<file path="config.mk">
export PLATFORM = sky130hd
export DESIGN_NAME = file_mode_string_parser_core
export DESIGN_NICKNAME = d
export VERILOG_FILES = /design/src/sv/fmsp_pkg.sv /design/src/sv/file_mode_string_parser_core.sv /design/src/sv/fmsp_front.sv /design/src/sv/fmsp_fifo.sv /design/src/sv/fmsp_back.sv
export SDC_FILE = /design/constraint.sdc
export NUM_CORES = 1
export LEC_CHECK = 0
export BUFFER_PORTS_ARGS = -buffer_cell sky130_fd_sc_hd__buf_2
export CORE_MARGIN = 2
export CORE_UTILIZATION = 50
export CTS_CLUSTER_SIZE = 20
export DETAILED_ROUTE_END_ITERATION = 7
export PLACE_DENSITY = 0.67
export REMOVE_ABC_BUFFERS = 1
export SETUP_SLACK_MARGIN = 0.2
export SYNTH_ARGS = -nofsm -noshare
export SYNTH_HDL_FRONTEND = slang
export SYNTH_SLANG_ARGS = --single-unit
</file>
<file path="constraint.sdc">
create_clock -name clock -period 4.8 [get_ports clock]
set_clock_uncertainty 0.1 [all_clocks]
set_input_delay 0.24 -clock clock [delete_from_list [all_inputs] [get_ports clock]]
set_output_delay 0.24 -clock clock [all_outputs]
set_load 0.01 [all_outputs]
</file>
<file path="src/sv/fmsp_pkg.sv">
package fmsp_pkg;

   // Depth of the queue between the classifier and the parser.
   localparam int FMSP_FIFO_DEPTH = 4;

   // Character codes that the parser recognizes.
   localparam logic [7:0] CHAR_ZERO  = 8'h30;
   localparam logic [7:0] CHAR_SEVEN = 8'h37;
   localparam logic [7:0] CHAR_U     = 8'h75;
   localparam logic [7:0] CHAR_G     = 8'h67;
   localparam logic [7:0] CHAR_O     = 8'h6f;
   localparam logic [7:0] CHAR_A     = 8'h61;
   localparam logic [7:0] CHAR_PLUS  = 8'h2b;
   localparam logic [7:0] CHAR_MINUS = 8'h2d;
   localparam logic [7:0] CHAR_EQ    = 8'h3d;
   localparam logic [7:0] CHAR_R     = 8'h72;
   localparam logic [7:0] CHAR_W     = 8'h77;
   localparam logic [7:0] CHAR_X     = 8'h78;
   localparam logic [7:0] CHAR_BIG_X = 8'h58;
   localparam logic [7:0] CHAR_S     = 8'h73;
   localparam logic [7:0] CHAR_T     = 8'h74;
   localparam logic [7:0] CHAR_COMMA = 8'h2c;

   // Base mode of a symbolic string and the permission mask.
   localparam logic [11:0] MODE_BASE = 12'o0777;
   localparam logic [8:0]  WHO_ALL   = 9'o777;

   // Class of one character as seen by the symbolic parser.
   typedef enum logic [3:0] {
      CK_OTHER,
      CK_U,
      CK_G,
      CK_O,
      CK_A,
      CK_PLUS,
      CK_MINUS,
      CK_EQ,
      CK_R,
      CK_W,
      CK_X,
      CK_S,
      CK_T,
      CK_COMMA
   } char_kind_type;

   // Clause operator.
   typedef enum logic [1:0] {
      OP_ADD = 2'd0,
      OP_SUB = 2'd1,
      OP_SET = 2'd2
   } clause_op_type;

   // Parser phase within a clause.
   typedef enum logic {
      PH_WHO  = 1'b0,
      PH_PERM = 1'b1
   } parse_phase_type;

   // One classified character on its way from front to back.
   typedef struct packed {
      char_kind_type kind;
      logic          is_digit;
      logic [2:0]    digit;
      logic          is_last;
      logic          is_empty;
   } fmsp_item_type;

   // Copy one class of the clause-start mode into every named class.
   function automatic logic [8:0] class_copy(logic [8:0] from_mode, char_kind_type kind,
                                             logic [8:0] who);
      logic [2:0] g;
      logic [8:0] r;
      unique case (kind)
         CK_U:    g = from_mode[8:6];
         CK_G:    g = from_mode[5:3];
         default: g = from_mode[2:0];
      endcase
      r = '0;
      if (|who[8:6]) r[8:6] = g;
      if (|who[5:3]) r[5:3] = g;
      if (|who[2:0]) r[2:0] = g;
      return r;
   endfunction

   // Apply one finished clause to the mode.
   function automatic logic [11:0] apply_clause(logic [11:0] mode, logic [8:0] who,
                                                clause_op_type op, logic [8:0] perms,
                                                logic [2:0] special);
      logic [11:0] m;
      logic [11:0] set_bits;
      logic [11:0] clr_bits;
      m        = mode;
      set_bits = {special, perms};
      clr_bits = {|who[8:6], |who[5:3], |who[2:0], who};
      if (op == OP_SET) m = m & ~clr_bits;
      if (op == OP_SUB) m = m & ~set_bits;
      else              m = m | set_bits;
      return m;
   endfunction

endpackage

</file>
<file path="src/sv/file_mode_string_parser_core.sv">
// Channel  | Ports              | Transaction contents
// ---------+--------------------+------------------------------------------------------
// request  | req_tvalid/tready  | tdata[7:0] char_code; tlast is_last; tuser[0] is_empty
// response | rsp_tvalid/tready  | tdata[31:0] mode_value; tuser[0] parse_ok, [1] was_octal
//
// One character per cycle is accepted at full rate unless the request side stalls;
// rsp_tvalid follows the last character through classifier register, queue and parser.
// The rate is set by the parser stage, which updates its clause state once per character.
// Reset is synchronous and active high and returns the parser to its base state.
// A queue between the classifier and the parser absorbs stalls on the response side;
// the request side stalls only when the queue and the classifier register are full.
module file_mode_string_parser_core #(
   parameter int FifoDepth = fmsp_pkg::FMSP_FIFO_DEPTH
) (
   input  logic        clock,
   input  logic        reset,
   input  logic        req_tvalid,
   output logic        req_tready,
   input  logic [7:0]  req_tdata,   // [7:0] char_code
   input  logic        req_tlast,
   input  logic [0:0]  req_tuser,   // [0] is_empty
   output logic        rsp_tvalid,
   input  logic        rsp_tready,
   output logic [31:0] rsp_tdata,   // [31:0] mode_value
   output logic [1:0]  rsp_tuser    // [0] parse_ok, [1] was_octal
);
   import fmsp_pkg::*;

   logic          front_valid;
   logic          front_ready;
   fmsp_item_type front_item;
   logic          queue_valid;
   logic          queue_ready;
   fmsp_item_type queue_item;

   // Classifier.
   fmsp_front u_front (
      .clock      (clock),
      .reset      (reset),
      .req_tvalid (req_tvalid),
      .req_tready (req_tready),
      .req_tdata  (req_tdata),
      .req_tlast  (req_tlast),
      .req_tuser  (req_tuser),
      .item_valid (front_valid),
      .item_ready (front_ready),
      .item       (front_item)
   );

   // Queue between classifier and parser.
   fmsp_fifo #(
      .Depth (FifoDepth)
   ) u_fifo (
      .clock     (clock),
      .reset     (reset),
      .in_valid  (front_valid),
      .in_ready  (front_ready),
      .in_item   (front_item),
      .out_valid (queue_valid),
      .out_ready (queue_ready),
      .out_item  (queue_item)
   );

   // Parser and result register.
   fmsp_back u_back (
      .clock      (clock),
      .reset      (reset),
      .item_valid (queue_valid),
      .item_ready (queue_ready),
      .item       (queue_item),
      .rsp_tvalid (rsp_tvalid),
      .rsp_tready (rsp_tready),
      .rsp_tdata  (rsp_tdata),
      .rsp_tuser  (rsp_tuser)
   );

endmodule

</file>
<file path="src/sv/fmsp_front.sv">
module fmsp_front (
   input  logic                   clock,
   input  logic                   reset,
   input  logic                   req_tvalid,
   output logic                   req_tready,
   input  logic [7:0]             req_tdata,
   input  logic                   req_tlast,
   input  logic [0:0]             req_tuser,
   output logic                   item_valid,
   input  logic                   item_ready,
   output fmsp_pkg::fmsp_item_type item
);
   import fmsp_pkg::*;

   logic          valid_ff;
   logic          valid_in;
   fmsp_item_type item_ff;
   fmsp_item_type item_in;
   char_kind_type kind;
   logic          accept;

   // Classify the incoming character.
   always_comb begin
      unique case (req_tdata)
         CHAR_U:               kind = CK_U;
         CHAR_G:               kind = CK_G;
         CHAR_O:               kind = CK_O;
         CHAR_A:               kind = CK_A;
         CHAR_PLUS:            kind = CK_PLUS;
         CHAR_MINUS:           kind = CK_MINUS;
         CHAR_EQ:              kind = CK_EQ;
         CHAR_R:               kind = CK_R;
         CHAR_W:               kind = CK_W;
         CHAR_X, CHAR_BIG_X:   kind = CK_X;
         CHAR_S:               kind = CK_S;
         CHAR_T:               kind = CK_T;
         CHAR_COMMA:           kind = CK_COMMA;
         default:              kind = CK_OTHER;
      endcase
   end

   assign req_tready = !valid_ff || item_ready;
   assign accept     = req_tvalid && req_tready;

   // Build the classified item.
   always_comb begin
      item_in.kind     = kind;
      item_in.is_digit = (req_tdata >= CHAR_ZERO) && (req_tdata <= CHAR_SEVEN);
      item_in.digit    = req_tdata[2:0];
      item_in.is_last  = req_tlast;
      item_in.is_empty = req_tuser[0];
   end

   // Stage register holds one item until the queue takes it.
   always_comb begin
      if (accept) begin
         valid_in = 1'b1;
      end else if (item_ready) begin
         valid_in = 1'b0;
      end else begin
         valid_in = valid_ff;
      end
   end

   always_ff @(posedge clock) begin
      if (reset) begin
         valid_ff <= 1'b0;
      end else begin
         valid_ff <= valid_in;
      end
   end

   always_ff @(posedge clock) begin
      if (accept) begin
         item_ff <= item_in;
      end
   end

   assign item_valid = valid_ff;
   assign item       = item_ff;

endmodule

</file>
<file path="src/sv/fmsp_fifo.sv">
module fmsp_fifo #(
   parameter int Depth = fmsp_pkg::FMSP_FIFO_DEPTH
) (
   input  logic                    clock,
   input  logic                    reset,
   input  logic                    in_valid,
   output logic                    in_ready,
   input  fmsp_pkg::fmsp_item_type in_item,
   output logic                    out_valid,
   input  logic                    out_ready,
   output fmsp_pkg::fmsp_item_type out_item
);
   import fmsp_pkg::*;

   localparam int PtrW = (Depth > 1) ? $clog2(Depth) : 1;
   localparam int CntW = $clog2(Depth + 1);

   fmsp_item_type    mem_ff [Depth];
   logic [PtrW-1:0]  wr_ptr_ff;
   logic [PtrW-1:0]  wr_ptr_in;
   logic [PtrW-1:0]  rd_ptr_ff;
   logic [PtrW-1:0]  rd_ptr_in;
   logic [CntW-1:0]  count_ff;
   logic [CntW-1:0]  count_in;
   logic             push;
   logic             pop;

   assign in_ready  = count_ff != CntW'(Depth);
   assign out_valid = count_ff != '0;
   assign push      = in_valid && in_ready;
   assign pop       = out_valid && out_ready;
   assign out_item  = mem_ff[rd_ptr_ff];

   // Pointer and fill count update.
   always_comb begin
      wr_ptr_in = wr_ptr_ff;
      rd_ptr_in = rd_ptr_ff;
      count_in  = count_ff;
      if (push) begin
         wr_ptr_in = (wr_ptr_ff == PtrW'(Depth - 1)) ? '0 : wr_ptr_ff + 1'b1;
      end
      if (pop) begin
         rd_ptr_in = (rd_ptr_ff == PtrW'(Depth - 1)) ? '0 : rd_ptr_ff + 1'b1;
      end
      if (push && !pop) begin
         count_in = count_ff + 1'b1;
      end else if (pop && !push) begin
         count_in = count_ff - 1'b1;
      end
   end

   always_ff @(posedge clock) begin
      if (reset) begin
         wr_ptr_ff <= '0;
         rd_ptr_ff <= '0;
         count_ff  <= '0;
      end else begin
         wr_ptr_ff <= wr_ptr_in;
         rd_ptr_ff <= rd_ptr_in;
         count_ff  <= count_in;
      end
   end

   // Storage write.
   always_ff @(posedge clock) begin
      if (push) begin
         mem_ff[wr_ptr_ff] <= in_item;
      end
   end

endmodule

</file>
<file path="src/sv/fmsp_back.sv">
module fmsp_back (
   input  logic                    clock,
   input  logic                    reset,
   input  logic                    item_valid,
   output logic                    item_ready,
   input  fmsp_pkg::fmsp_item_type item,
   output logic                    rsp_tvalid,
   input  logic                    rsp_tready,
   output logic [31:0]             rsp_tdata,
   output logic [1:0]              rsp_tuser
);
   import fmsp_pkg::*;

   // Parser state.
   logic [11:0]     sym_mode_ff, sym_mode_in;
   logic [8:0]      who_ff, who_in;
   clause_op_type   op_ff, op_in;
   logic [8:0]      start_ff, start_in;
   logic [8:0]      perms_ff, perms_in;
   logic [2:0]      special_ff, special_in;
   logic            saw_ff, saw_in;
   parse_phase_type phase_ff, phase_in;
   logic            err_ff, err_in;
   logic            all_oct_ff, all_oct_in;
   logic [63:0]     accum_ff, accum_in;
   logic            ovf_ff, ovf_in;

   // Values after the current character, before the end-of-string reset.
   logic [11:0]     sym_mode_s;
   logic [8:0]      who_s;
   clause_op_type   op_s;
   logic [8:0]      start_s;
   logic [8:0]      perms_s;
   logic [2:0]      special_s;
   logic            saw_s;
   parse_phase_type phase_s;
   logic            err_s;
   logic            all_oct_s;
   logic [63:0]     accum_s;
   logic            ovf_s;

   // Result register.
   logic            rsp_valid_ff, rsp_valid_in;
   logic            rsp_ok_ff, rsp_ok_in;
   logic [11:0]     rsp_mode_ff, rsp_mode_in;
   logic [31:0]     rsp_octal_ff, rsp_octal_in;
   logic            rsp_oct_ff, rsp_oct_in;

   logic            pop;
   logic            done;
   logic            is_who;
   logic            is_op;

   assign item_ready = !rsp_valid_ff || rsp_tready;
   assign pop        = item_valid && item_ready;
   assign done       = item.is_last || item.is_empty;
   assign is_who     = (item.kind == CK_U) || (item.kind == CK_G) ||
                       (item.kind == CK_O) || (item.kind == CK_A);
   assign is_op      = (item.kind == CK_PLUS) || (item.kind == CK_MINUS) ||
                       (item.kind == CK_EQ);

   // Phase: next state after the character, then back to who at end of string.
   always_comb begin
      phase_s = phase_ff;
      if (!err_ff) begin
         unique case (phase_ff)
            PH_WHO:  if (is_op) phase_s = PH_PERM;
            PH_PERM: if (item.kind == CK_COMMA) phase_s = PH_WHO;
            default: phase_s = PH_WHO;
         endcase
      end
   end

   always_comb begin
      if (pop && done) begin
         phase_in = PH_WHO;
      end else if (pop) begin
         phase_in = phase_s;
      end else begin
         phase_in = phase_ff;
      end
   end

   // Octal accumulation for every character.
   always_comb begin
      accum_s   = accum_ff;
      ovf_s     = ovf_ff;
      all_oct_s = all_oct_ff;
      if (item.is_digit) begin
         if (accum_ff[63:61] != 3'b000) ovf_s = 1'b1;
         accum_s = {accum_ff[60:0], item.digit};
      end else begin
         all_oct_s = 1'b0;
      end
   end

   // Symbolic clause parsing.
   always_comb begin
      sym_mode_s = sym_mode_ff;
      who_s      = who_ff;
      op_s       = op_ff;
      start_s    = start_ff;
      perms_s    = perms_ff;
      special_s  = special_ff;
      saw_s      = saw_ff;
      err_s      = err_ff;
      if (!err_ff) begin
         if (phase_ff == PH_WHO) begin
            priority case (1'b1)
               is_who: begin
                  unique case (item.kind)
                     CK_U:    who_s = who_ff | 9'o700;
                     CK_G:    who_s = who_ff | 9'o070;
                     CK_O:    who_s = who_ff | 9'o007;
                     default: who_s = who_ff | WHO_ALL;
                  endcase
                  saw_s = 1'b1;
               end
               is_op: begin
                  unique case (item.kind)
                     CK_MINUS: op_s = OP_SUB;
                     CK_EQ:    op_s = OP_SET;
                     default:  op_s = OP_ADD;
                  endcase
                  if (who_ff == '0) who_s = WHO_ALL;
                  start_s   = sym_mode_ff[8:0];
                  perms_s   = '0;
                  special_s = '0;
               end
               default: err_s = 1'b1;
            endcase
         end else begin
            unique case (item.kind)
               CK_R: perms_s = perms_ff | (who_ff & 9'o444);
               CK_W: perms_s = perms_ff | (who_ff & 9'o222);
               CK_X: perms_s = perms_ff | (who_ff & 9'o111);
               CK_S: begin
                  special_s[2] = special_ff[2] | (|who_ff[8:6]);
                  special_s[1] = special_ff[1] | (|who_ff[5:3]);
               end
               CK_T: special_s[0] = 1'b1;
               CK_U, CK_G, CK_O: begin
                  perms_s = perms_ff | class_copy(start_ff, item.kind, who_ff);
               end
               CK_COMMA: begin
                  sym_mode_s = apply_clause(sym_mode_ff, who_ff, op_ff, perms_ff,
                                            special_ff);
                  who_s      = '0;
                  saw_s      = 1'b0;
               end
               default: err_s = 1'b1;
            endcase
         end
      end
   end

   // State update: the end of a string returns everything to the base state.
   always_comb begin
      if (pop && done) begin
         sym_mode_in = MODE_BASE;
         who_in      = '0;
         op_in       = OP_ADD;
         start_in    = '0;
         perms_in    = '0;
         special_in  = '0;
         saw_in      = 1'b0;
         err_in      = 1'b0;
         all_oct_in  = 1'b1;
         accum_in    = '0;
         ovf_in      = 1'b0;
      end else if (pop) begin
         sym_mode_in = sym_mode_s;
         who_in      = who_s;
         op_in       = op_s;
         start_in    = start_s;
         perms_in    = perms_s;
         special_in  = special_s;
         saw_in      = saw_s;
         err_in      = err_s;
         all_oct_in  = all_oct_s;
         accum_in    = accum_s;
         ovf_in      = ovf_s;
      end else begin
         sym_mode_in = sym_mode_ff;
         who_in      = who_ff;
         op_in       = op_ff;
         start_in    = start_ff;
         perms_in    = perms_ff;
         special_in  = special_ff;
         saw_in      = saw_ff;
         err_in      = err_ff;
         all_oct_in  = all_oct_ff;
         accum_in    = accum_ff;
         ovf_in      = ovf_ff;
      end
   end

   // Result of the string that ends with this character.
   always_comb begin
      rsp_ok_in    = 1'b0;
      rsp_oct_in   = 1'b0;
      rsp_mode_in  = '0;
      rsp_octal_in = '0;
      if (!item.is_empty) begin
         if (all_oct_s) begin
            if (!ovf_s) begin
               rsp_ok_in    = 1'b1;
               rsp_oct_in   = 1'b1;
               rsp_octal_in = accum_s[31:0];
            end
         end else if (!err_s) begin
            if (phase_s == PH_PERM) begin
               rsp_ok_in   = 1'b1;
               rsp_mode_in = apply_clause(sym_mode_s, who_s, op_s, perms_s, special_s);
            end else if (!saw_s) begin
               rsp_ok_in   = 1'b1;
               rsp_mode_in = sym_mode_s;
            end
         end
      end
   end

   always_comb begin
      if (pop && done) begin
         rsp_valid_in = 1'b1;
      end else if (rsp_tready) begin
         rsp_valid_in = 1'b0;
      end else begin
         rsp_valid_in = rsp_valid_ff;
      end
   end

   // Control registers.
   always_ff @(posedge clock) begin
      if (reset) begin
         sym_mode_ff  <= MODE_BASE;
         who_ff       <= '0;
         op_ff        <= OP_ADD;
         start_ff     <= '0;
         perms_ff     <= '0;
         special_ff   <= '0;
         saw_ff       <= 1'b0;
         phase_ff     <= PH_WHO;
         err_ff       <= 1'b0;
         all_oct_ff   <= 1'b1;
         accum_ff     <= '0;
         ovf_ff       <= 1'b0;
         rsp_valid_ff <= 1'b0;
      end else begin
         sym_mode_ff  <= sym_mode_in;
         who_ff       <= who_in;
         op_ff        <= op_in;
         start_ff     <= start_in;
         perms_ff     <= perms_in;
         special_ff   <= special_in;
         saw_ff       <= saw_in;
         phase_ff     <= phase_in;
         err_ff       <= err_in;
         all_oct_ff   <= all_oct_in;
         accum_ff     <= accum_in;
         ovf_ff       <= ovf_in;
         rsp_valid_ff <= rsp_valid_in;
      end
   end

   // Result payload is loaded only when a string ends.
   always_ff @(posedge clock) begin
      if (pop && done) begin
         rsp_ok_ff    <= rsp_ok_in;
         rsp_oct_ff   <= rsp_oct_in;
         rsp_mode_ff  <= rsp_mode_in;
         rsp_octal_ff <= rsp_octal_in;
      end
   end

   assign rsp_tvalid   = rsp_valid_ff;
   assign rsp_tdata    = rsp_oct_ff ? rsp_octal_ff : {20'd0, rsp_mode_ff};
   assign rsp_tuser[0] = rsp_ok_ff;
   assign rsp_tuser[1] = rsp_oct_ff;

   // A finished string never overwrites a result that is still waiting.
   assert property (@(posedge clock) disable iff (reset)
      !(pop && done && rsp_valid_ff && !rsp_tready))
      else $error("result overwritten before transfer");

   // A failed parse carries a zero mode and no octal flag.
   assert property (@(posedge clock) disable iff (reset)
      rsp_valid_ff && !rsp_ok_ff |-> rsp_tdata == '0 && !rsp_oct_ff)
      else $error("error result with nonzero payload");

   // After a string ends the parser is back in its base state.
   assert property (@(posedge clock) disable iff (reset)
      pop && done |=> phase_ff == PH_WHO && !err_ff && all_oct_ff &&
                      accum_ff == '0 && sym_mode_ff == MODE_BASE)
      else $error("parser state not restored after end of string");

   // The symbolic parser keeps its phase once it has failed, until the string ends.
   assert property (@(posedge clock) disable iff (reset)
      err_ff && !(pop && done) |=> phase_ff == $past(phase_ff))
      else $error("phase moved after a parse error");

endmodule
</file>
==> impl_metrics.py, run 1 <==
metrics = {
    "global_route": {
        "grt.overflow.total": 0,
        "grt_start_max_net_pins": 66,
        "antenna_found_initial": 1,
        "grt_pass1_wl_um": 36890,
        "grt_pass1_vias": 7149,
        "grtUsageTotal_pct": 21.99,
    },
    "power": {
        "p_sw_share_pct": 39.55,
        "vdd_drop_max_uv": 327.2,
        "p_seq_share_pct": 40.7,
        "p_int_w": 0.004184,
        "p_per_area_mw_per_mm2": 623.6,
        "combPwrFrac_pct": 35.1,
        "p_total_w": 0.006921,
        "switchingPower_w": 0.002737,
        "p_clk_share_pct": 24.2,
        "p_leak_nw": 3.868,
    },
    "logic_synthesis": {
        "netlist_area_mm2": 0.009907,
        "yosysSeqAreaShare_pct": 54.16,
        "synthArstFlopShare_pct": 0,
        "synth_seq_cells": 220,
        "ys_warn_count": 0,
        "synth_edf_count": 96,
        "synth_area_leaders": "edfxtp_1, dfxtp_1, nand2_1",
        "syn_avg_cell_area_um2": 9.790,
        "synthDistinctLibCells": 71,
        "yosysTopAreaCellShare_pct": 29.10,
        "synthCells": 1012,
        "synthFlopType": "dfxtp_1",
        "yosys.area.top_type": "edfxtp_1",
    },
    "die": {
        "io_pins": 50,
        "die_h_um": 144.8,
        "core_mm2": 0.01946,
        "initial_core_util_pct": 50.90,
        "dieArea_mm2": 0.02096,
        "die_x_um": 144.8,
        "num_rows": 51,
    },
    "layout": {
        "area_growth_pct": 12.01,
        "diodes": 0,
        "final_area_mm2": 0.01110,
        "final_common_cell": "nand2_1",
        "final_cell_mix": "nand2_1, dfxtp_1, a21oi_1, edfxtp_1, nor2_1",
        "fin_nets": 1056,
        "drive_above_1_share_pct": 12.26,
    },
    "drt": {
        "drc": 0,
        "highest_layer": "met5",
        "postRouteAntennaNets": 0,
        "num_vias": 7617,
        "wl_met2_um": 10650,
        "routedWlPerCell_um": 17.36,
        "viasPerCell": 5.784,
        "finalWirelength_um": 22860,
        "m1WireLength_um": 10100,
        "dr_wl_met3_um": 1273,
        "drt_first_pass_iters": 7,
        "drt_iter0_drc": 500,
    },
    "sta": {
        "post-route-min-period_ns": 3.824,
        "finalSetupTns_ns": 0,
        "worst_pin_slew_ns": 1.173,
        "hold_violations": 0,
        "hold_ws_ns": 0.04945,
        "relSlewSlack_pct": 21.79,
        "fmax_mhz": 261.5,
        "fin_crit_sh_pct": 79.67,
        "setup_viol": 0,
        "rsz0062_at_grt": "no",
        "drv_slew": 0,
        "final.setup.worst_slack_ns": 0.9757,
    },
    "critical_path": {
        "startpoint_type": "flop",
        "reg2reg_setup_slack_ns": 0.98,
        "crit_family": "compound AO/OA/AOI/OAI gates",
        "crit_fanout": 22,
        "crit_path_top_delay_cell": "mux4_2",
        "cpPeakStageDelay_ns": 0.78,
        "endpoint_kind": "flop",
        "cp_num_cells": 7,
        "worstPathArrival_ns": 3.97,
        "worstPathRequired_ns": 4.95,
        "criticalPathCategory": "reg2reg",
        "crit_chain": "mux4_2, or2_1, nand3_2, o2bb2ai_1, o21ai_0, a41oi_1, o22ai_1",
        "rr_worst_depth": 7,
        "cp.buffers_inverters": 0,
    },
    "outcome": {
        "outcome": "completed",
    },
    "clocking": {
        "cts-htree-levels": 1,
        "clk_latency_ns": 0.53,
        "path_clk_slew_ns": 0.06,
        "postCtsSetupBuffers": 0,
        "cts.sinks": 220,
        "cts_root_buffer": "clkbuf_16",
        "cts_resized": 0,
        "hold_buffers": 12,
        "numCtsBuffers": 23,
        "cts_tree": "done",
        "cts_buffer_depth": 3,
    },
    "placed_design": {
        "port-buffer-count": 49,
        "post-place-ws_ns": 0.9659,
        "dp_hpwl_um": 14780,
        "placed_cell_area_mm2": 0.01026,
        "place_congestion": 0.9676,
    },
    "worst_hold_path": {
        "worstHoldPathType": "in2reg",
        "hold_depth": 3,
    },
    "job": {
        "cap_violations": 0,
    },
}
==> worst paths after layout <==
check | from | to
max reg2reg | flop | u_back.rsp_mode_ff[10]$_SDFFCE_PP0P_
min reg2reg | u_back.accum_ff[57]$_SDFFE_PP0P_ | u_back.accum_ff[60]$_SDFFE_PP0P_
max | flop | u_back.rsp_mode_ff[10]$_SDFFCE_PP0P_
min | req_tdata[7] | u_front.item[6]$_DFFE_PP_
==> power by group through the flow <==
stage / Clock (W) / Combinational [W] / Sequential [W]
final: 0.00167 / 0.00243 / 0.00281
after global routing: 0.00179 / 0.00270 / 0.00287
after CTS: 0.00171 / 0.00242 / 0.00281
after detailed placement: 0 / 0.00241 / 0.00285
after global placement: 0 / 0.00239 / 0.00285
after floorplan: 0 / 0.00164 / 0.00268
==> sequential cells by signal, indices dropped and copies added, names as in the netlist, 2 cells and up, named ones only <==
| register | flops |
|---|---|
| u_back.sym_mode_ff | 12 |
| u_back.perms_ff | 9 |
| u_fifo.count_ff | 3 |
| u_back.op_ff | 2 |
| u_back.who_ff | 9 |
| u_fifo.wr_ptr_ff | 2 |
| u_back.start_ff | 9 |
| u_back.special_ff | 3 |
| u_back.rsp_mode_ff | 12 |
| u_fifo.mem_ff | 40 |
| u_back.accum_ff | 64 |
| u_front.item | 10 |
| u_fifo.rd_ptr_ff | 2 |
| u_back.rsp_octal_ff | 32 |
==> routing by layer <==
layer,up-vias,GRT usage [%]
li1,3717,-
met4,2,9.198
met3,56,3.422
met5,-,0
met1,3610,29.74
met2,232,35.35
==> cells by family (layout without fill, tap and decap cells) <==
group	after synthesis	in the layout	synth area share (%)
and+or+nand+nor	420	420	20.86
AOI/OAI and AO/OA	245	245	15.72
DFF	220	220	54.16
buffers and inverters	89	129	3.751
muxes	27	27	4.193
adders and majority gates	7	7	0.9598
xor gates and xnor gates	4	4	0.3537
==> worst register-to-register path, delay by kind of cell (launching register included) <==
family,cells,cell delay (ns)
compound gates,4,1.15
flops,1,0.77
mux,1,0.79
simple gates,2,0.74
==> metrics by stage <==
| stage | utilization (%) | std cells |
|---|---|---|
| 6_report | 57.02 | 1317 |
| 3_3_place_gp | 52.74 | 1263 |
| 3_5_place_dp | 52.74 | 1263 |
| 4_1_cts | 57.02 | 1317 |
| 2_1_floorplan | - | 939 |
| 5_1_grt | 57.02 | 1317 |
==> cells in the mapped netlist, types with 4 or more instances <==
library cell  number
inv_1             16
nand2_1          204
a2bb2oi_1          4
a22oi_1           11
mux2i_1            4
ha_1               6
a22o_1             9
mux2_2            13
and4_1            32
clkbuf_1          57
nand3_1           21
nand2b_1          17
and3_1             6
o211ai_1           8
a21oi_1          117
o22ai_1            7
a222oi_1           6
or3_1              7
nor2b_1            5
nand4_1            6
buf_2              9
a31oi_1           13
mux4_2             9
nand3b_1           6
o21ai_0           22
edfxtp_1          96
nor3_1            16
and2_1            30
o31ai_1            7
a211oi_1          11
nor2_1            54
dfxtp_1          124
==> cell type report <==
type / instances / area [um^2]
repair buffers: 71 / 440.4
inverters: 16 / 60.06
flip-flops and latches: 220 / 5365
well taps: 265 / 331.6
clock inverters: 14 / 108.9
multi-input cells: 703 / 4187
fillers: 1717 / 8366
clock buffers: 28 / 604.3
(Power assumes the default switching activity.)
==> inputs of run 2 (changes only) <==
- PLACE_DENSITY: 0.67 -> 0.7
- clock period: 4.8 -> 3.3 ns (I/O delays scaled with it)
==> run 2 against run 1 <==
Hold slack got worse by 0.017 ns. Combinational power grew 67%. Critical path depth up 3. Count of clock-buffer cells in the layout rose by 5. Global-route usage grew 0.16 points. Routed wire length up 1.9%. Largest power group is now combinational cells.
==> impl_metrics.py, run 2 (synthesis gave the netlist of run 1 again) <==
metrics = {
    "outcome": {
        "outcome": "completed",
    },
    "die": {
        "core_mm2": 0.01946,
        "io_pins": 50,
        "die_h_um": 144.8,
        "die_x_um": 144.8,
        "dieArea_mm2": 0.02096,
        "num_rows": 51,
        "initial_core_util_pct": 50.90,
    },
    "layout": {
        "area_growth_pct": 16.60,
        "largest_reg_flops": 64,
        "fill_cells": 1649,
        "diodes": 0,
        "reg_top3": "u_back.accum_ff x64, u_fifo.mem_ff x40, u_back.rsp_octal_ff x32",
        "seq_area_mm2": 0.005366,
        "drive_above_1_share_pct": 16.45,
        "regMostFlops": "u_back.accum_ff",
        "final_cell_mix": "nand2_1, dfxtp_1, a21oi_1, edfxtp_1, nor2_1",
        "multi_input_area_mm2": 0.004264,
        "final_area_mm2": 0.01155,
        "fin_nets": 1092,
        "final_common_cell": "nand2_1",
    },
    "drt": {
        "routedWlPerCell_um": 17.21,
        "drt_iter0_drc": 553,
        "viasPerCell": 5.751,
        "drt_first_pass_iters": 5,
        "drc": 0,
        "postRouteAntennaNets": 0,
        "finalWirelength_um": 23290,
        "num_vias": 7781,
    },
    "global_route": {
        "grt_start_max_net_pins": 50,
        "grt_pass1_vias": 7148,
        "grtUsageTotal_pct": 22.15,
        "antenna_found_initial": 0,
        "grt_pass1_wl_um": 37100,
        "grt.overflow.total": 0,
    },
    "job": {
        "cap_violations": 0,
    },
    "placed_design": {
        "dp_hpwl_um": 15380,
        "port-buffer-count": 49,
        "place_congestion": 0.9589,
        "placed_cell_area_mm2": 0.01049,
    },
    "critical_path": {
        "criticalPathCategory": "reg2reg",
        "endpoint": "u_back.rsp_mode_ff[1]$_SDFFCE_PP0P_",
        "reg2reg_setup_slack_ns": 0.33,
        "rr_worst_depth": 10,
        "crit_fanout": 17,
        "worstPathArrival_ns": 3.14,
        "worstPathRequired_ns": 3.47,
        "cpPeakStageDelay_ns": 0.57,
        "timing.rr.end": "u_back.rsp_mode_ff[1]$_SDFFCE_PP0P_",
        "endpoint_kind": "flop",
        "crit_chain": "buf_8, mux4_1, buf_4, nand4b_1, buf_4, o21ai_0, and2_1, and4b_2, a2bb2oi_2, a21bo_1",
        "startpoint_type": "flop",
        "crit_top_cell": "buf_4",
        "crit_path_top_delay_cell": "mux4_1",
    },
    "clocking": {
        "numCtsBuffers": 23,
        "cts.sinks": 220,
        "cts_buffer_depth": 3,
        "cts_root_buffer": "clkbuf_16",
        "cts_tree": "done",
        "cts-htree-levels": 1,
        "clk_latency_ns": 0.51,
        "path_clk_slew_ns": 0.06,
    },
    "sta": {
        "worst_pin_slew_ns": 0.9017,
        "fmax_mhz": 336.3,
        "hold_violations": 0,
        "setup_viol": 0,
        "finalSetupTns_ns": 0,
        "post-route-min-period_ns": 2.973,
        "drv_slew": 0,
        "fin_crit_sh_pct": 90.10,
        "relSlewSlack_pct": 39.89,
        "hold_ws_ns": 0.03260,
        "rsz0062_at_grt": "no",
    },
    "power": {
        "p_total_w": 0.01065,
        "p_per_area_mw_per_mm2": 922.4,
        "p_leak_nw": 4.102,
        "vdd_drop_max_uv": 395.6,
    },
    "worst_hold_path": {
        "worstHoldPathType": "in2reg",
    },
}
[run 2: cell types whose count changed in the layout (fill, tap and decap cells not counted), moves of 3 or more]
| cell | previous run | this run |
|---|---|---|
| clkinv_1 | 5 | 2 |
| clkinv_2 | 5 | 2 |
| clkbuf_1 | 4 | 7 |
| buf_12 | 0 | 3 |
| buf_4 | 10 | 40 |
[run 2: worst min path at each step]
stage | cells after the start | to | slack (ns) | start
final | 4 | u_front.item[8]$_DFFE_PP_ | 0.03 | req_tdata[7]
after global routing | 4 | u_front.item[8]$_DFFE_PP_ | 0.06 | req_tdata[7]
after CTS | 4 | u_front.item[8]$_DFFE_PP_ | 0.02 | req_tdata[7]
after detailed placement | 1 | u_front.item[1]$_DFFE_PP_ | 0.25 | req_tlast
after global placement | 1 | u_front.item[1]$_DFFE_PP_ | 0.25 | req_tlast
after floorplan | 1 | u_back.rsp_tvalid$_SDFFE_PP0P_ | 0.13 | reset
[run 2: area by class of cell]
cell class	instances	area share, %
timing repair buffer	107	6.586
tap	265	2.870
inverter	16	0.5199
clock buffer	33	5.568
sequential	220	46.46
multi-input combinational	703	36.92
clock inverter	9	1.083
[run 2: layer usage]
metal | up-vias | wire [um] | global-route usage [%]
met3 | 42 | 992 | 2.698
met4 | 0 | 616 | 5.825
met1 | 3749 | 10490 | 30.91
met2 | 192 | 11190 | 36.72
met5 | - | 0 | 0
li1 | 3798 | - | -
[run 2: report_power, final]
part	total [W]	switching (W)	leakage, nW	internal (W)
logic	0.00407	0.00261	1.80	0.00146
clock network	0.00264	0.00105	0.376	0.00159
registers	0.00395	0.000431	1.92	0.00352
[run 2: worst max-delay path, delay by kind of cell, from the launching register on]
| family | cells | cell delay, ns |
|---|---|---|
| DFF | 1 | 0.35 |
| muxes | 1 | 0.57 |
| and+or+nand+nor | 3 | 0.72 |
| AOI/OAI and AO/OA | 3 | 0.49 |
| buffers and inverters | 3 | 0.51 |
[run 2: per-stage QoR]
stage | cells | utilization (%) | setup slack [ns]
3_3_place_gp | 1288 | 53.89 | 0.07021
3_5_place_dp | 1288 | 53.89 | 0.03157
6_report | 1353 | 59.35 | 0.3266
4_1_cts | 1348 | 58.79 | 0.2022
5_1_grt | 1353 | 59.35 | 0.1937
2_1_floorplan | 939 | - | -0.2432
[run 2: repair_timing]
item / in CTS / in global routing
hold buffers: 14 / 0
gates resized for setup: 3 / 18
setup endpoints to repair: 8 / 13
endpoints found under the hold margin: 19 / 0
pin swaps: 2 / 2
buffers inserted: 4 / 5
==> inputs of run 3 (changes only) <==
==> constraint.sdc (replaced) <==
create_clock -name clock -period 3.3 [get_ports clock]
set_clock_uncertainty 0.1 [all_clocks]
set_input_delay 0.66 -clock clock [delete_from_list [all_inputs] [get_ports clock]]
set_output_delay 0.66 -clock clock [all_outputs]
set_load 0.01 [all_outputs]
==> run 3 against run 2 <==
Critical path type unchanged. Routed wire length grew 1.4%. Critical endpoint is now u_back.rsp_mode_ff[2]$_SDFFCE_PP0P_. Register-to-register slack gained 0.02 ns. Clock power is essentially flat. Cell count shrank 0.59%. Non-clock buffer count shrank 10.
==> impl_metrics.py, run 3 (synthesis gave the netlist of run 1 again) <==
metrics = {
    "layout": {
        "final_core_util_pct": 58.80,
        "drive_above_1_share_pct": 16.85,
        "regMostFlops": "u_back.accum_ff",
        "final_common_cell": "nand2_1",
        "diodes": 0,
        "largest_reg_flops": 64,
        "reg_top3": "u_back.accum_ff x64, u_fifo.mem_ff x40, u_back.rsp_octal_ff x32",
        "fin_nets": 1083,
        "final_area_mm2": 0.01144,
        "final_cell_mix": "nand2_1, dfxtp_1, a21oi_1, edfxtp_1, nor2_1",
        "area_growth_pct": 15.52,
    },
    "clocking": {
        "path_clk_slew_ns": 0.06,
        "cts_root_buffer": "clkbuf_16",
        "cts.sinks": 220,
        "cts_buffer_depth": 3,
        "numCtsBuffers": 24,
        "clk_latency_ns": 0.52,
        "cts_tree": "done",
        "cts-htree-levels": 1,
        "hold_buffers": 0,
    },
    "critical_path": {
        "endpoint_kind": "flop",
        "timing.rr.end": "u_back.rsp_mode_ff[2]$_SDFFCE_PP0P_",
        "rr_worst_depth": 10,
        "worstPathArrival_ns": 3.21,
        "worstPathRequired_ns": 3.56,
        "criticalPathCategory": "reg2reg",
        "startpoint_type": "flop",
        "crit_fanout": 21,
        "reg2reg_setup_slack_ns": 0.35,
    },
    "outcome": {
        "outcome": "completed",
    },
    "global_route": {
        "grtUsageTotal_pct": 22.70,
        "grt_start_max_net_pins": 48,
        "antenna_found_initial": 0,
        "grt_pass1_wl_um": 38000,
        "grt.overflow.total": 0,
        "grt_pass1_vias": 7229,
    },
    "power": {
        "p_per_area_mw_per_mm2": 930.3,
        "p_leak_nw": 4.071,
        "vdd_drop_max_uv": 431.1,
    },
    "sta": {
        "setup_viol": 0,
        "final.setup.worst_slack_ns": 0.3508,
        "hold_ws_ns": 0.2141,
        "fin_crit_sh_pct": 89.37,
        "post-route-min-period_ns": 2.949,
        "rsz0062_at_grt": "yes",
        "relSlewSlack_pct": 50.26,
        "fmax_mhz": 339.1,
        "drv_slew": 0,
        "worst_pin_slew_ns": 0.7442,
        "hold_violations": 0,
    },
    "drt": {
        "drc": 0,
        "num_vias": 7718,
        "drt_iter0_drc": 630,
        "routedWlPerCell_um": 17.56,
        "postRouteAntennaNets": 0,
        "viasPerCell": 5.738,
        "drt_first_pass_iters": 5,
        "finalWirelength_um": 23620,
    },
    "placed_design": {
        "port-buffer-count": 49,
        "post-place-ws_ns": 0.06707,
        "dp_hpwl_um": 15810,
        "place_congestion": 0.9324,
        "placed_cell_area_mm2": 0.01054,
    },
    "die": {
        "initial_core_util_pct": 50.90,
        "num_rows": 51,
        "io_pins": 50,
        "die_x_um": 144.8,
        "core_mm2": 0.01946,
        "die_h_um": 144.8,
        "dieArea_mm2": 0.02096,
    },
    "worst_hold_path": {
        "worstHoldPathType": "in2reg",
        "hold_start": "req_tuser",
        "holdPathEnd": "u_front.item[0]$_DFFE_PP_",
        "hold_depth": 1,
    },
    "job": {
        "cap_violations": 0,
    },
}
## run 3: cell types whose count changed in the layout (fill, tap and decap cells not counted), sizes merged
cell and delta:
clkbuf -6, clkinvlp +1, clkinv +8, bufinv -1, buf +4, dlygate4sd3 -14
## run 3: worst max path at each step
| stage | start | end | slack [ns] | depth (start not counted) |
|---|---|---|---|---|
| 6_report | flop | u_back.rsp_mode_ff[2]$_SDFFCE_PP0P_ | 0.35 | 10 |
| 5_1_grt | flop | u_back.rsp_mode_ff[2]$_SDFFCE_PP0P_ | 0.19 | 10 |
| 4_1_cts | flop | u_back.rsp_mode_ff[2]$_SDFFCE_PP0P_ | 0.20 | 8 |
| 3_5_place_dp | flop | u_back.rsp_mode_ff[7]$_SDFFCE_PP0P_ | 0.07 | 7 |
| 3_3_place_gp | flop | u_back.rsp_mode_ff[2]$_SDFFCE_PP0P_ | 0.07 | 7 |
| 2_1_floorplan | rsp_tready | u_back.who_ff[6]$_SDFFE_PP0P_ | -0.49 | 5 |
## run 3: where the power goes
group          total [W]  switching, W  internal (W)
Clock            0.00263       0.00109       0.00154
Combinational    0.00413       0.00267       0.00147
Sequential       0.00388      0.000367       0.00351
## run 3: area by class of cell
| cell class | instances | area (um^2) |
|---|---|---|
| fill | 1678 | 8018 |
| sequential | 220 | 5369 |
| multi-input combinational | 703 | 4233 |
| timing repair buffer | 97 | 668.1 |
| clock buffer | 27 | 631.9 |
| tap | 265 | 331.6 |
| clock inverter | 17 | 151.4 |
| inverter | 16 | 60.06 |
## run 3: critical path, stage by stage (launching register included)
cell and delay (ns):
dfxtp_4 0.41, mux4_2 0.52, buf_4 0.22, or2_1 0.27, buf_4 0.18, o211ai_2 0.26, a211oi_2 0.09, a222oi_1 0.32
buf_4 0.18, a31oi_1 0.07, o22ai_1 0.16
## run 3: timing repair
action / 4_1_cts / 5_1_grt
setup endpoints to repair: 54 / 22
gates resized for setup: 3 / 11
pin swaps: 1 / 4
hold endpoints to repair: 0 / 0
buffers inserted: 0 / 9
## run 3: stage by stage
step	TNS, ns	instances	power, W
6_report	0	1345	0.01065
5_1_grt	0	1345	0.01129
4_1_cts	0	1336	0.01059
3_5_place_dp	0	1292	0.007936
3_3_place_gp	0	1292	0.007885
2_1_floorplan	-39.39	939	0.006294
## run 3: layer usage
metal  part of all wire (%)  vias to the layer above  track usage [%]
li1                       -                     3769                -
met1                     45                     3710            31.86
met2                     49                      197            37.26
met3                    4.0                       42            2.830
met4                    2.1                        0            6.183
met5                      0                        -                0
